### config.mk
export PLATFORM = sky130hd
export DESIGN_NAME = stp_front
export DESIGN_NICKNAME = d
export VERILOG_FILES = /design/src/hw/rtl/stp_pkg.sv /design/src/hw/rtl/stp_front.sv
export SDC_FILE = /design/constraint.sdc
export NUM_CORES = 1
export LEC_CHECK = 0
export ABC_AREA = 1
export BUFFER_PORTS_ARGS = -buffer_cell sky130_fd_sc_hd__buf_4
export CAP_MARGIN = 40
export CORE_UTILIZATION = 45
export DETAILED_ROUTE_END_ITERATION = 12
export PLACE_DENSITY = 0.76
export REMOVE_ABC_BUFFERS = 1
export SYNTH_ARGS = -nofsm -noshare
export SYNTH_HDL_FRONTEND = slang
export SYNTH_SLANG_ARGS = --single-unit
### constraint.sdc
create_clock -name clk -period 16.8 [get_ports clk]
set_input_delay 1.68 -clock clk [delete_from_list [all_inputs] [get_ports clk]]
set_output_delay 1.68 -clock clk [all_outputs]
set_load 0.02 [all_outputs]
### src/hw/rtl/stp_pkg.sv
// ----------------------------------------------------------------------------
// stp_pkg
// Shared constants, the sideband type and the saturation helper of the
// source-type plot transform.
// ----------------------------------------------------------------------------
`default_nettype none

package stp_pkg;

    localparam int FRAC_BITS  = 14;
    localparam int ONE        = 1 << FRAC_BITS;
    localparam int DIV_W      = 30;
    localparam int DEN_W      = 16;
    localparam int DIV_STAGES = DIV_W;

    typedef struct packed {
        logic               oor;
        logic               kneg;
        logic               tneg;
        logic               opp;
        logic               den_bad;
        logic [14:0]        at;
        logic [14:0]        p;
        logic [14:0]        ak;
        logic signed [15:0] k;
    } stp_side_t;

    function automatic logic signed [15:0] stp_sat(input logic neg, input logic [29:0] mag);
        logic signed [15:0] r;
        if (neg) begin
            if (mag >= 30'd32768) begin
                r = 16'sh8000;
            end else begin
                r = 16'(30'd0 - mag);
            end
        end else begin
            if (mag >= 30'd32768) begin
                r = 16'sh7fff;
            end else begin
                r = mag[15:0];
            end
        end
        return r;
    endfunction

endpackage

`default_nettype wire

### src/hw/rtl/stp_front.sv
// ----------------------------------------------------------------------------
// stp_front
// Range check, quadrant decode, first product and divider operand setup.
// ----------------------------------------------------------------------------
`default_nettype none

module stp_front (
    input  wire logic                 clk,
    input  wire logic                 rst_n,
    input  wire logic                 in_valid,
    output logic                      in_ready,
    input  wire logic signed [15:0]   tau_in,
    input  wire logic signed [15:0]   kappa_in,
    output logic                      out_valid,
    input  wire logic                 out_ready,
    output logic [stp_pkg::DIV_W-1:0] num_a,
    output logic [stp_pkg::DEN_W-1:0] den_a,
    output logic [stp_pkg::DIV_W-1:0] num_b,
    output logic [stp_pkg::DEN_W-1:0] den_b,
    output stp_pkg::stp_side_t        side
);
    import stp_pkg::*;

    logic        v1_reg, v2_reg;
    logic        en1, en2;
    logic [16:0] at_w, ak_w;
    logic        corner_w, tneg_w, tpos_w, kneg_w, kpos_w;
    logic [14:0] at_eff, omk;
    stp_side_t   side1_next, side1_reg, side2_next, side2_reg;
    logic [29:0] prod_next, prod_reg;
    logic [15:0] den2_next, den2_reg;
    logic [14:0] p_w;
    logic [DIV_W-1:0] num_a_next, num_a_reg, num_b_next, num_b_reg;
    logic [DEN_W-1:0] den_a_next, den_a_reg, den_b_next, den_b_reg;

    assign en2      = !v2_reg || out_ready;
    assign en1      = !v1_reg || en2;
    assign in_ready = en1;

    always_comb
    begin
        at_w     = tau_in[15] ? (17'd0 - {1'b1, tau_in}) : {1'b0, tau_in};
        ak_w     = kappa_in[15] ? (17'd0 - {1'b1, kappa_in}) : {1'b0, kappa_in};
        corner_w = (at_w == 17'(ONE)) && (ak_w == 17'(ONE));
        at_eff   = corner_w ? 15'd0 : at_w[14:0];
        tneg_w   = tau_in[15] && !corner_w;
        tpos_w   = !tau_in[15] && (tau_in != 16'sd0) && !corner_w;
        kneg_w   = kappa_in[15];
        kpos_w   = !kappa_in[15] && (kappa_in != 16'sd0);
        omk      = 15'(ONE) - ak_w[14:0];
        prod_next = 30'(at_eff) * 30'(omk);
        den2_next = 16'(ONE) - {ak_w[14:0], 1'b0};
        side1_next.oor     = (at_w > 17'(ONE)) || (ak_w > 17'(ONE));
        side1_next.kneg    = kneg_w;
        side1_next.tneg    = tneg_w;
        side1_next.opp     = (!kneg_w && !tpos_w) || (!kpos_w && !tneg_w);
        side1_next.den_bad = ak_w[14:0] >= 15'(ONE / 2);
        side1_next.at      = at_eff;
        side1_next.p       = 15'd0;
        side1_next.ak      = ak_w[14:0];
        side1_next.k       = kappa_in;
    end

    always_comb
    begin
        p_w          = prod_reg[28:14];
        num_a_next   = {p_w, 15'd0};
        den_a_next   = 16'h8000 - {1'b0, p_w};
        num_b_next   = {1'b0, side1_reg.ak, 14'd0};
        den_b_next   = side1_reg.den_bad ? 16'd1 : den2_reg;
        side2_next   = side1_reg;
        side2_next.p = p_w;
    end

    always_ff @(posedge clk or negedge rst_n)
    begin
        if (!rst_n)
        begin
            v1_reg <= 1'b0;
            v2_reg <= 1'b0;
        end
        else
        begin
            if (en1)
            begin
                v1_reg <= in_valid;
            end
            if (en2)
            begin
                v2_reg <= v1_reg;
            end
        end
    end

    always_ff @(posedge clk)
    begin
        if (en1 && in_valid)
        begin
            prod_reg  <= prod_next;
            den2_reg  <= den2_next;
            side1_reg <= side1_next;
        end
        if (en2 && v1_reg)
        begin
            num_a_reg <= num_a_next;
            den_a_reg <= den_a_next;
            num_b_reg <= num_b_next;
            den_b_reg <= den_b_next;
            side2_reg <= side2_next;
        end
    end

    assign out_valid = v2_reg;
    assign num_a     = num_a_reg;
    assign den_a     = den_a_reg;
    assign num_b     = num_b_reg;
    assign den_b     = den_b_reg;
    assign side      = side2_reg;

endmodule

`default_nettype wire

==> run summary <==
Global-route wire length before repair - 58100 um
Sink Count - 175
Worst-Margin Slew - 830 ps
DRT Pass-1 Iters - 5
Iter 0 DRT Violations - 895
Largest net degree at the start of global routing - 66
Avg WL per Cell - 17.0 um
Worst path slowest cell - fa_1
Unique cell type count in the Yosys netlist - 48
Syn Std Cell Area - 14800 um^2
Synth area leader - edfxtp_1
Fin Clk Skew - 13.5 ps
Largest register FFs - 64
Post-DP HPWL - 29300 um
Core area - 32500 um^2
DR vias/cell - 5.05
Cell Rows - 66
Die footprint - 33600 um^2
Number of enable flip-flop cells after synthesis - 173
CP Capture Type - flip-flop
Endpoints failing setup - 0
Reg2reg path depth - 10
Die height - 183 um
Routed vias - 10800
Area Overhead vs Synth - 13.3%
CP startpoint - kappa_in[0]
Antenna cells - 0
Critical path's largest stage delay - 560 ps
CP Class - primary input to flip-flop
H-tree Lvls - 4
GP Congestion - 1.01
Synth area leaders - edfxtp_1 35%, fa_1 22%, ha_1 7.8%
# nets final - 1972
CP Launch Type - primary input
Final Util - 51.7%
TritonCTS clock tree - done
Max Freq - 0.113 GHz
Status - finished clean
R2R Path Start - prod_reg[15]
Die W - 183 um
Relative slew margins - 44.7%
Initial antenna violation count - 0
Synth top area share - 35.1%
Post-CTS setup buffers - 0
Crit path DAT - 9080 ps
Main flop type after synthesis - edfxtp_1
Synthesized instance count - 1548
Cts bufs inserted - 17
Worst-path clk slew - 70 ps
Final Max Tran Viols - 0
Seq/Total Area, Yosys - 35.4%
RSZ-0062 raised after global routing - no
Commonest cells after routing, fill and taps aside - 287 x inv_1, 268 x nand2_1, 211 x nor2_1
Latest clock arrival within the worst-skew pair - 450 ps
Worst R2R End - den_a[14]
Cts repair resizes - 0
Most Frequent Cell on Critical Path - nand2_1
Worst min path class - flip-flop to flip-flop
Number of port buffers - 165
Syn_area_per_cell - 9.56 um^2
Hold slack - 417 ps
Hold_buf cts - 0
Final Hold Fails - 0
Root buffer cell - clkbuf_16
# DRC - 0
Reg2reg setup slack - 14450 ps
Max clock buf depth - 2
Syn. warnings - 0
Gr ovfl total - 0
Setup TNS - 0 ps
Worst Path Required - 16990 ps
Min Tclk post-route - 8890 ps
Tot GR Track Use - 22.7%
Initial core utilization - 45.6%
Worst setup path end - prod_reg[21]
Critical path peak fanout - 17
Routed WL - 36200 um
Fraction of layout cells with a size suffix above 1 - 16.0%
Post-synth ARST share - 1.14%
Total of max-cap violations - 0
# IOs - 196
Leading cell type in the layout, fill and taps excluded - inv_1
Yosys reg bits - 175
Final period utilization - 52.9%
Antenna Nets Post-Route - 0
Vias in the first global route - 10900
==> cell type report <==
cell class | count | area [um^2]
Timing Repair Buffer | 168 | 1270
Sequential cell | 175 | 5250
Fill cell | 2850 | 15700
Multi-Input combinational cell | 1006 | 7920
Clock inverter | 14 | 174
Clock buffer | 17 | 425
Tap cell | 442 | 553
Inverter | 311 | 1170
==> per-stage QoR <==
stage,area [um^2],setup slack [ps],std cells
2_1_floorplan,14300,8670,1492
5_1_grt,16800,7450,2133
3_5_place_dp,16200,7590,2102
6_report,16800,7910,2133
4_1_cts,16800,8040,2133
3_3_place_gp,16100,7710,2101
==> how the worst min path moves through the flow <==
stage | startpoint | to | slack [ps] | depth (start not counted)
floorplan | side1_reg[10] | side[10] | 400 | 0
global placement | side1_reg[9] | side[9] | 400 | 0
detailed placement | side1_reg[12] | side[12] | 400 | 0
CTS | side1_reg[47] | side[47] | 420 | 0
global route | num_b_next[17] | side[19] | 430 | 0
finish | side1_reg[47] | side[47] | 420 | 0
==> synthesized netlist by cell type, drive strengths merged, types with 10 or more instances <==
cell type,count
buf,75
inv,305
xnor2,14
ha,92
a21oi,34
nand2,287
edfxtp,173
xor2,20
nand3,57
clkbuf,10
o21ai,26
fa,165
nor2,236
nor3,13
==> routing by layer <==
layer | share of wire (%) | wire [um] | vias up | track usage (%)
met5 | 0 | 0 | - | 0
met4 | 2.6 | 941 | 0 | 8.30
met3 | 7.4 | 2700 | 65 | 3.08
met2 | 49 | 17700 | 471 | 37.8
met1 | 41 | 14800 | 5273 | 30.2
li1 | - | - | 4957 | -
==> worst max-delay path, delay by kind of cell <==
family,cells,cell delay [ps]
AO/OA/AOI/OAI,3,490
adder cells (fa/ha/maj),8,3850
XOR/XNOR,1,170
buffers and inverters,6,840
AND/OR/NAND/NOR,13,2050
==> logic make-up after synthesis <==
family,after synthesis,synth area share (%)
adders and majority gates,257,30.1
and+or+nand+nor,608,17.5
DFF,175,35.4
other,1,0.0253
buffers and inverters,396,11.9
AOI/OAI and AO/OA,77,2.97
xor gates and xnor gates,34,2.06
Power is left out: the tool's default activity adds up to more than one toggle a clock period on the data nets, which glitch-free logic cannot reach.
