$ cat src/hw/rtl/stp_pkg.sv
// ----------------------------------------------------------------------------
// stp_pkg
// Shared constants, the sideband type and the saturation helper of the
// source-type plot transform.
// ----------------------------------------------------------------------------
`default_nettype none

package stp_pkg;

    localparam int FRAC_BITS  = 14;
    localparam int ONE        = 1 << FRAC_BITS;
    localparam int DIV_W      = 30;
    localparam int DEN_W      = 16;
    localparam int DIV_STAGES = DIV_W;

    typedef struct packed {
        logic               oor;
        logic               kneg;
        logic               tneg;
        logic               opp;
        logic               den_bad;
        logic [14:0]        at;
        logic [14:0]        p;
        logic [14:0]        ak;
        logic signed [15:0] k;
    } stp_side_t;

    function automatic logic signed [15:0] stp_sat(input logic neg, input logic [29:0] mag);
        logic signed [15:0] r;
        if (neg) begin
            if (mag >= 30'd32768) begin
                r = 16'sh8000;
            end else begin
                r = 16'(30'd0 - mag);
            end
        end else begin
            if (mag >= 30'd32768) begin
                r = 16'sh7fff;
            end else begin
                r = mag[15:0];
            end
        end
        return r;
    endfunction

endpackage

`default_nettype wire

$ cat src/hw/rtl/stp_back.sv
// ----------------------------------------------------------------------------
// stp_back
// Second products, branch selection, sign and saturation of the result.
// ----------------------------------------------------------------------------
`default_nettype none

module stp_back (
    input  wire logic                      clk,
    input  wire logic                      rst_n,
    input  wire logic                      in_valid,
    output logic                           in_ready,
    input  wire logic [stp_pkg::DIV_W-1:0] q_a,
    input  wire logic [stp_pkg::DIV_W-1:0] q_b,
    input  wire stp_pkg::stp_side_t        side,
    output logic                           out_valid,
    input  wire logic                      out_ready,
    output logic signed [15:0]             x_out,
    output logic signed [15:0]             y_out,
    output logic                           out_of_range
);
    import stp_pkg::*;

    logic        v1_reg, v2_reg, en1, en2;
    logic [31:0] prod_y_next, prod_y_reg;
    logic [43:0] prod_x_next, prod_x_reg;
    logic [16:0] ax_reg;
    logic [27:0] ayalt_reg;
    stp_side_t   side_reg;
    logic [16:0] ay_w;
    logic [29:0] xalt_w;
    logic        alt_w;
    logic signed [15:0] x_next, x_reg, y_next, y_reg;
    logic        oor_reg;

    assign en2      = !v2_reg || out_ready;
    assign en1      = !v1_reg || en2;
    assign in_ready = en1;

    assign prod_y_next = 32'(side.ak) * 32'(17'(2 * ONE) + q_a[16:0]);
    assign prod_x_next = 44'(side.at) * 44'(29'(ONE) + {1'b0, q_b[27:0]});

    always_comb
    begin
        ay_w   = prod_y_reg[31:15];
        xalt_w = prod_x_reg[43:14];
        alt_w  = {ay_w, 2'b00} < {2'b00, ax_reg};
        if (side_reg.oor)
        begin
            x_next = 16'sd0;
            y_next = 16'sd0;
        end
        else if (side_reg.opp)
        begin
            x_next = stp_sat(side_reg.tneg, 30'(side_reg.p));
            y_next = side_reg.k;
        end
        else if (alt_w)
        begin
            x_next = stp_sat(side_reg.kneg, side_reg.den_bad ? '1 : xalt_w);
            y_next = stp_sat(side_reg.kneg, side_reg.den_bad ? '1 : 30'(ayalt_reg));
        end
        else
        begin
            x_next = stp_sat(side_reg.kneg, 30'(ax_reg));
            y_next = stp_sat(side_reg.kneg, 30'(ay_w));
        end
    end

    always_ff @(posedge clk or negedge rst_n)
    begin
        if (!rst_n)
        begin
            v1_reg <= 1'b0;
            v2_reg <= 1'b0;
        end
        else
        begin
            if (en1)
            begin
                v1_reg <= in_valid;
            end
            if (en2)
            begin
                v2_reg <= v1_reg;
            end
        end
    end

    always_ff @(posedge clk)
    begin
        if (en1 && in_valid)
        begin
            prod_y_reg <= prod_y_next;
            prod_x_reg <= prod_x_next;
            ax_reg     <= q_a[16:0];
            ayalt_reg  <= q_b[27:0];
            side_reg   <= side;
        end
        if (en2 && v1_reg)
        begin
            x_reg   <= x_next;
            y_reg   <= y_next;
            oor_reg <= side_reg.oor;
        end
    end

    assign out_valid    = v2_reg;
    assign x_out        = x_reg;
    assign y_out        = y_reg;
    assign out_of_range = oor_reg;

endmodule

`default_nettype wire

$ cat config.mk
export PLATFORM = sky130hd
export DESIGN_NAME = stp_back
export DESIGN_NICKNAME = d
export VERILOG_FILES = /design/src/hw/rtl/stp_pkg.sv /design/src/hw/rtl/stp_back.sv
export SDC_FILE = /design/constraint.sdc
export NUM_CORES = 2
export LEC_CHECK = 0
export CORE_AREA = 2 2 342 344
export CTS_CLUSTER_DIAMETER = 120
export DETAILED_ROUTE_END_ITERATION = 10
export DIE_AREA = 0 0 344 346
export DONT_BUFFER_PORTS = 1
export GPL_ROUTABILITY_DRIVEN = 1
export PLACE_DENSITY = 0.42
export SLEW_MARGIN = 5
export SYNTH_ARGS = -nofsm -noshare
export SYNTH_HDL_FRONTEND = slang
export SYNTH_SLANG_ARGS = --single-unit
$ cat constraint.sdc
create_clock -name clk -period 4.46 [get_ports clk]
set_clock_uncertainty 0.15 [all_clocks]
set_input_delay 0.446 -clock clk [delete_from_list [all_inputs] [get_ports clk]]
set_output_delay 0.446 -clock clk [all_outputs]
set_load 0.01 [all_outputs]
==> metrics.md <==
| Metric | Value |
|---|---|
| DP HPWL | 70.3 mm |
| Asr flop ratio synth | 1.23% |
| CP most frequent cell | fa_1 |
| Failing checks | setup timing |
| Post-route ant nets | 0 |
| Placer's final routability congestion estimate | 0.802 |
| DP Area | 33,700 um^2 |
| Worst Path Required | 4.54 ns |
| WL final | 91.3 mm |
| Yosys top cell area share | 37.0% |
| Synth Instances | 3,152 |
| Status | finished with violations |
| Die Ht | 346 um |
| Worst skew pair latency | 0.48 ns |
| Reg-to-reg startpoint | prod_y_reg[21]$_DFFE_PP_ |
| Fin nets | 4,231 |
| CP max FO | 6 |
| Initial antenna violation count | 8 |
| Cell Area, Synth | 29,800 um^2 |
| Slowest stage delay, CP | 0.53 ns |
| Wire per inst | 18.7 um |
| #FFs+latches synth | 163 |
| DRC viols | 0 |
| Area growth from synthesis to layout | 21.5% |
| Initial Util | 25.9% |
| Ys flop type | edfxtp_1 |
| RSZ-0062 raised after global routing | yes |
| Max Freq | 161 MHz |
| Post-synth cell types | 77 |
| Synth Area per Inst | 9.47 um^2 |
| Crit share post-route | 139% |
| # rows | 125 |
| Post-synth top area cell | fa_1 |
| CP max stage cell | fa_1 |
| Slew Viols, Final | 0 |
| Synth cell count leaders | inv_1, fa_1, nand2_1 |
| Hold/Removal Path Class | input pin to asynchronous set/reset pin |
| Num CTS Buffers | 17 |
| CP bufs+invs | 5 |
| Slew HR | 41.7% |
| Fraction of layout instances using a drive strength above 1 | 16.2% |
| Number of enable flip-flop cells after synthesis | 161 |
| Vias in the first global route | 24,100 |
| IO Pins | 165 |
| Sequential area share after synthesis | 16.4% |
| R2r worst-path depth | 10 |
| Largest net degree at the start of global routing | 129 |
| CTS Sinks | 163 |
| Gr ovfl total | 0 |
| Largest register FFs | 36 |
| Die extent in x | 344 um |
| Clock Tree Buf Depth | 2 |
| Setup crit start | q_b[17] |
| Most frequent cell after synthesis | inv_1 |
| Max Cap Viol | 0 |
| WP data arrival | 6.29 ns |
| Worst slew pin tran | 0.874 ns |
| Vias | 22,000 |
| DR vias/cell | 4.51 |
| YS warnings | 0 |
| Final worst slack | -1.75 ns |
| Endpoint type of the worst setup path | flop |
| Setup CP Type | input pin to flop |
| Tmin final | 6.21 ns |
| Final setup vio count | 47 |
| Top cells by area, synth | fa_1, edfxtp_1, ha_1, inv_1, and2_1 |
| Starting DRC count in detailed routing | 945 |
| H-tree Lvls | 4 |
| Clock slew at reported path FFs | 0.07 ns |
| Total nets after synthesis | 4,051 |
| Hold Fails Final Rpt | 0 |
| Total global-route track usage | 15.9% |
| Core area | 115,000 um^2 |
| Worst path depth | 26 |
| CP Launch Type | input pin |
| First drt pass iteration count | 8 |
| Die ar. | 119,000 um^2 |
| CP top delay family | adder cells |
| First-pass GRT wire length | 145 mm |
| TritonCTS clock tree | built |
| Port Buf Inserts | 0 |
| Fin area | 36,300 um^2 |
| Root Driver | clkbuf_16 |
[final timing paths]
path / endpoint / slack (ns)
worst max-delay path: prod_x_reg[39]$_DFFE_PP_ / -1.75
worst min register to register: out_valid$_DFFE_PN0P_ / 0.34
worst max register to register: x_out[11]$_SDFFCE_PP0P_ / 0.79
max in group asynchronous: out_valid$_DFFE_PN0P_ / 3.97
worst min-delay path: v1_reg$_DFFE_PN0N_ / 0.06
min in group clk: v1_reg$_DFFE_PN0N_ / 0.15
[layout make-up]
class                           instances  area (um^2)
Multi-Input combinational cell       2257        23900
Fill cell                           12100        79200
Clock inverter                         14          196
Timing Repair Buffer                  314         2770
Tap cell                             1524         1910
Clock buffer                           18          429
Sequential cell                       163         4880
Antenna cell                            4         10.0
Inverter                              579         2180
[metrics by stage]
step | hold slack [ns] | util (%) | setup TNS [ns] | worst slack, ns | instances
after floorplan | 0.000409 | - | -63.36 | -1.97 | 3152
after global placement | 0.000455 | 29.2 | -84.11 | -2.34 | 4742
after detailed placement | 0.000467 | 29.2 | -84.35 | -2.37 | 4742
after CTS | 0.00386 | 31.1 | -54.48 | -1.70 | 4867
after global routing | 0.0331 | 31.4 | -63.90 | -1.98 | 4873
final | 0.0595 | 31.4 | -55.60 | -1.75 | 4873
[logic make-up after synthesis]
logic type	synth area share, %
AO/OA/AOI/OAI	7.14
XOR/XNOR	2.61
adder cells (fa/ha/maj)	46.1
buffers and inverters	9.26
flip-flops	16.4
multiplexers	1.34
AND/OR/NAND/NOR	17.1
[per-layer routing]
metal | GRT usage (%) | up-vias | part of all wire (%)
li1 | - | 10200 | -
met3 | 1.75 | 53 | 3.0
met5 | 0 | - | 0.013
met2 | 27.5 | 321 | 50
met1 | 21.5 | 11400 | 45
met4 | 2.80 | 2 | 1.3
[layout by cell type (no fill, tap or decap), types with 20 or more instances in the layout]
cell / count
nand2_1: 395
fa_1: 530
and2_4: 29
xor2_1: 22
xnor2_1: 41
dlygate4sd3_1: 84
nor3_1: 22
inv_1: 553
nand2b_1: 26
a21oi_2: 24
o21ai_0: 60
fa_2: 22
mux2i_1: 32
a21o_1: 39
buf_4: 186
edfxtp_1: 161
inv_2: 24
nand4_1: 21
buf_6: 40
a21oi_1: 52
nor2_1: 105
a211oi_1: 20
ha_4: 30
and2_1: 291
ha_1: 187
[repair_timing]
item / 4_1_cts / 5_1_grt
hold endpoints to repair: 85 / 0
endpoints found under the setup margin: 47 / 47
pin swaps: 111 / 74
gates resized for setup: 138 / 80
hold buffers: 84 / 0
buffers inserted: 23 / 11
Power is left out: the tool's default activity adds up to more than one toggle a clock period on the data nets, which glitch-free logic cannot reach.
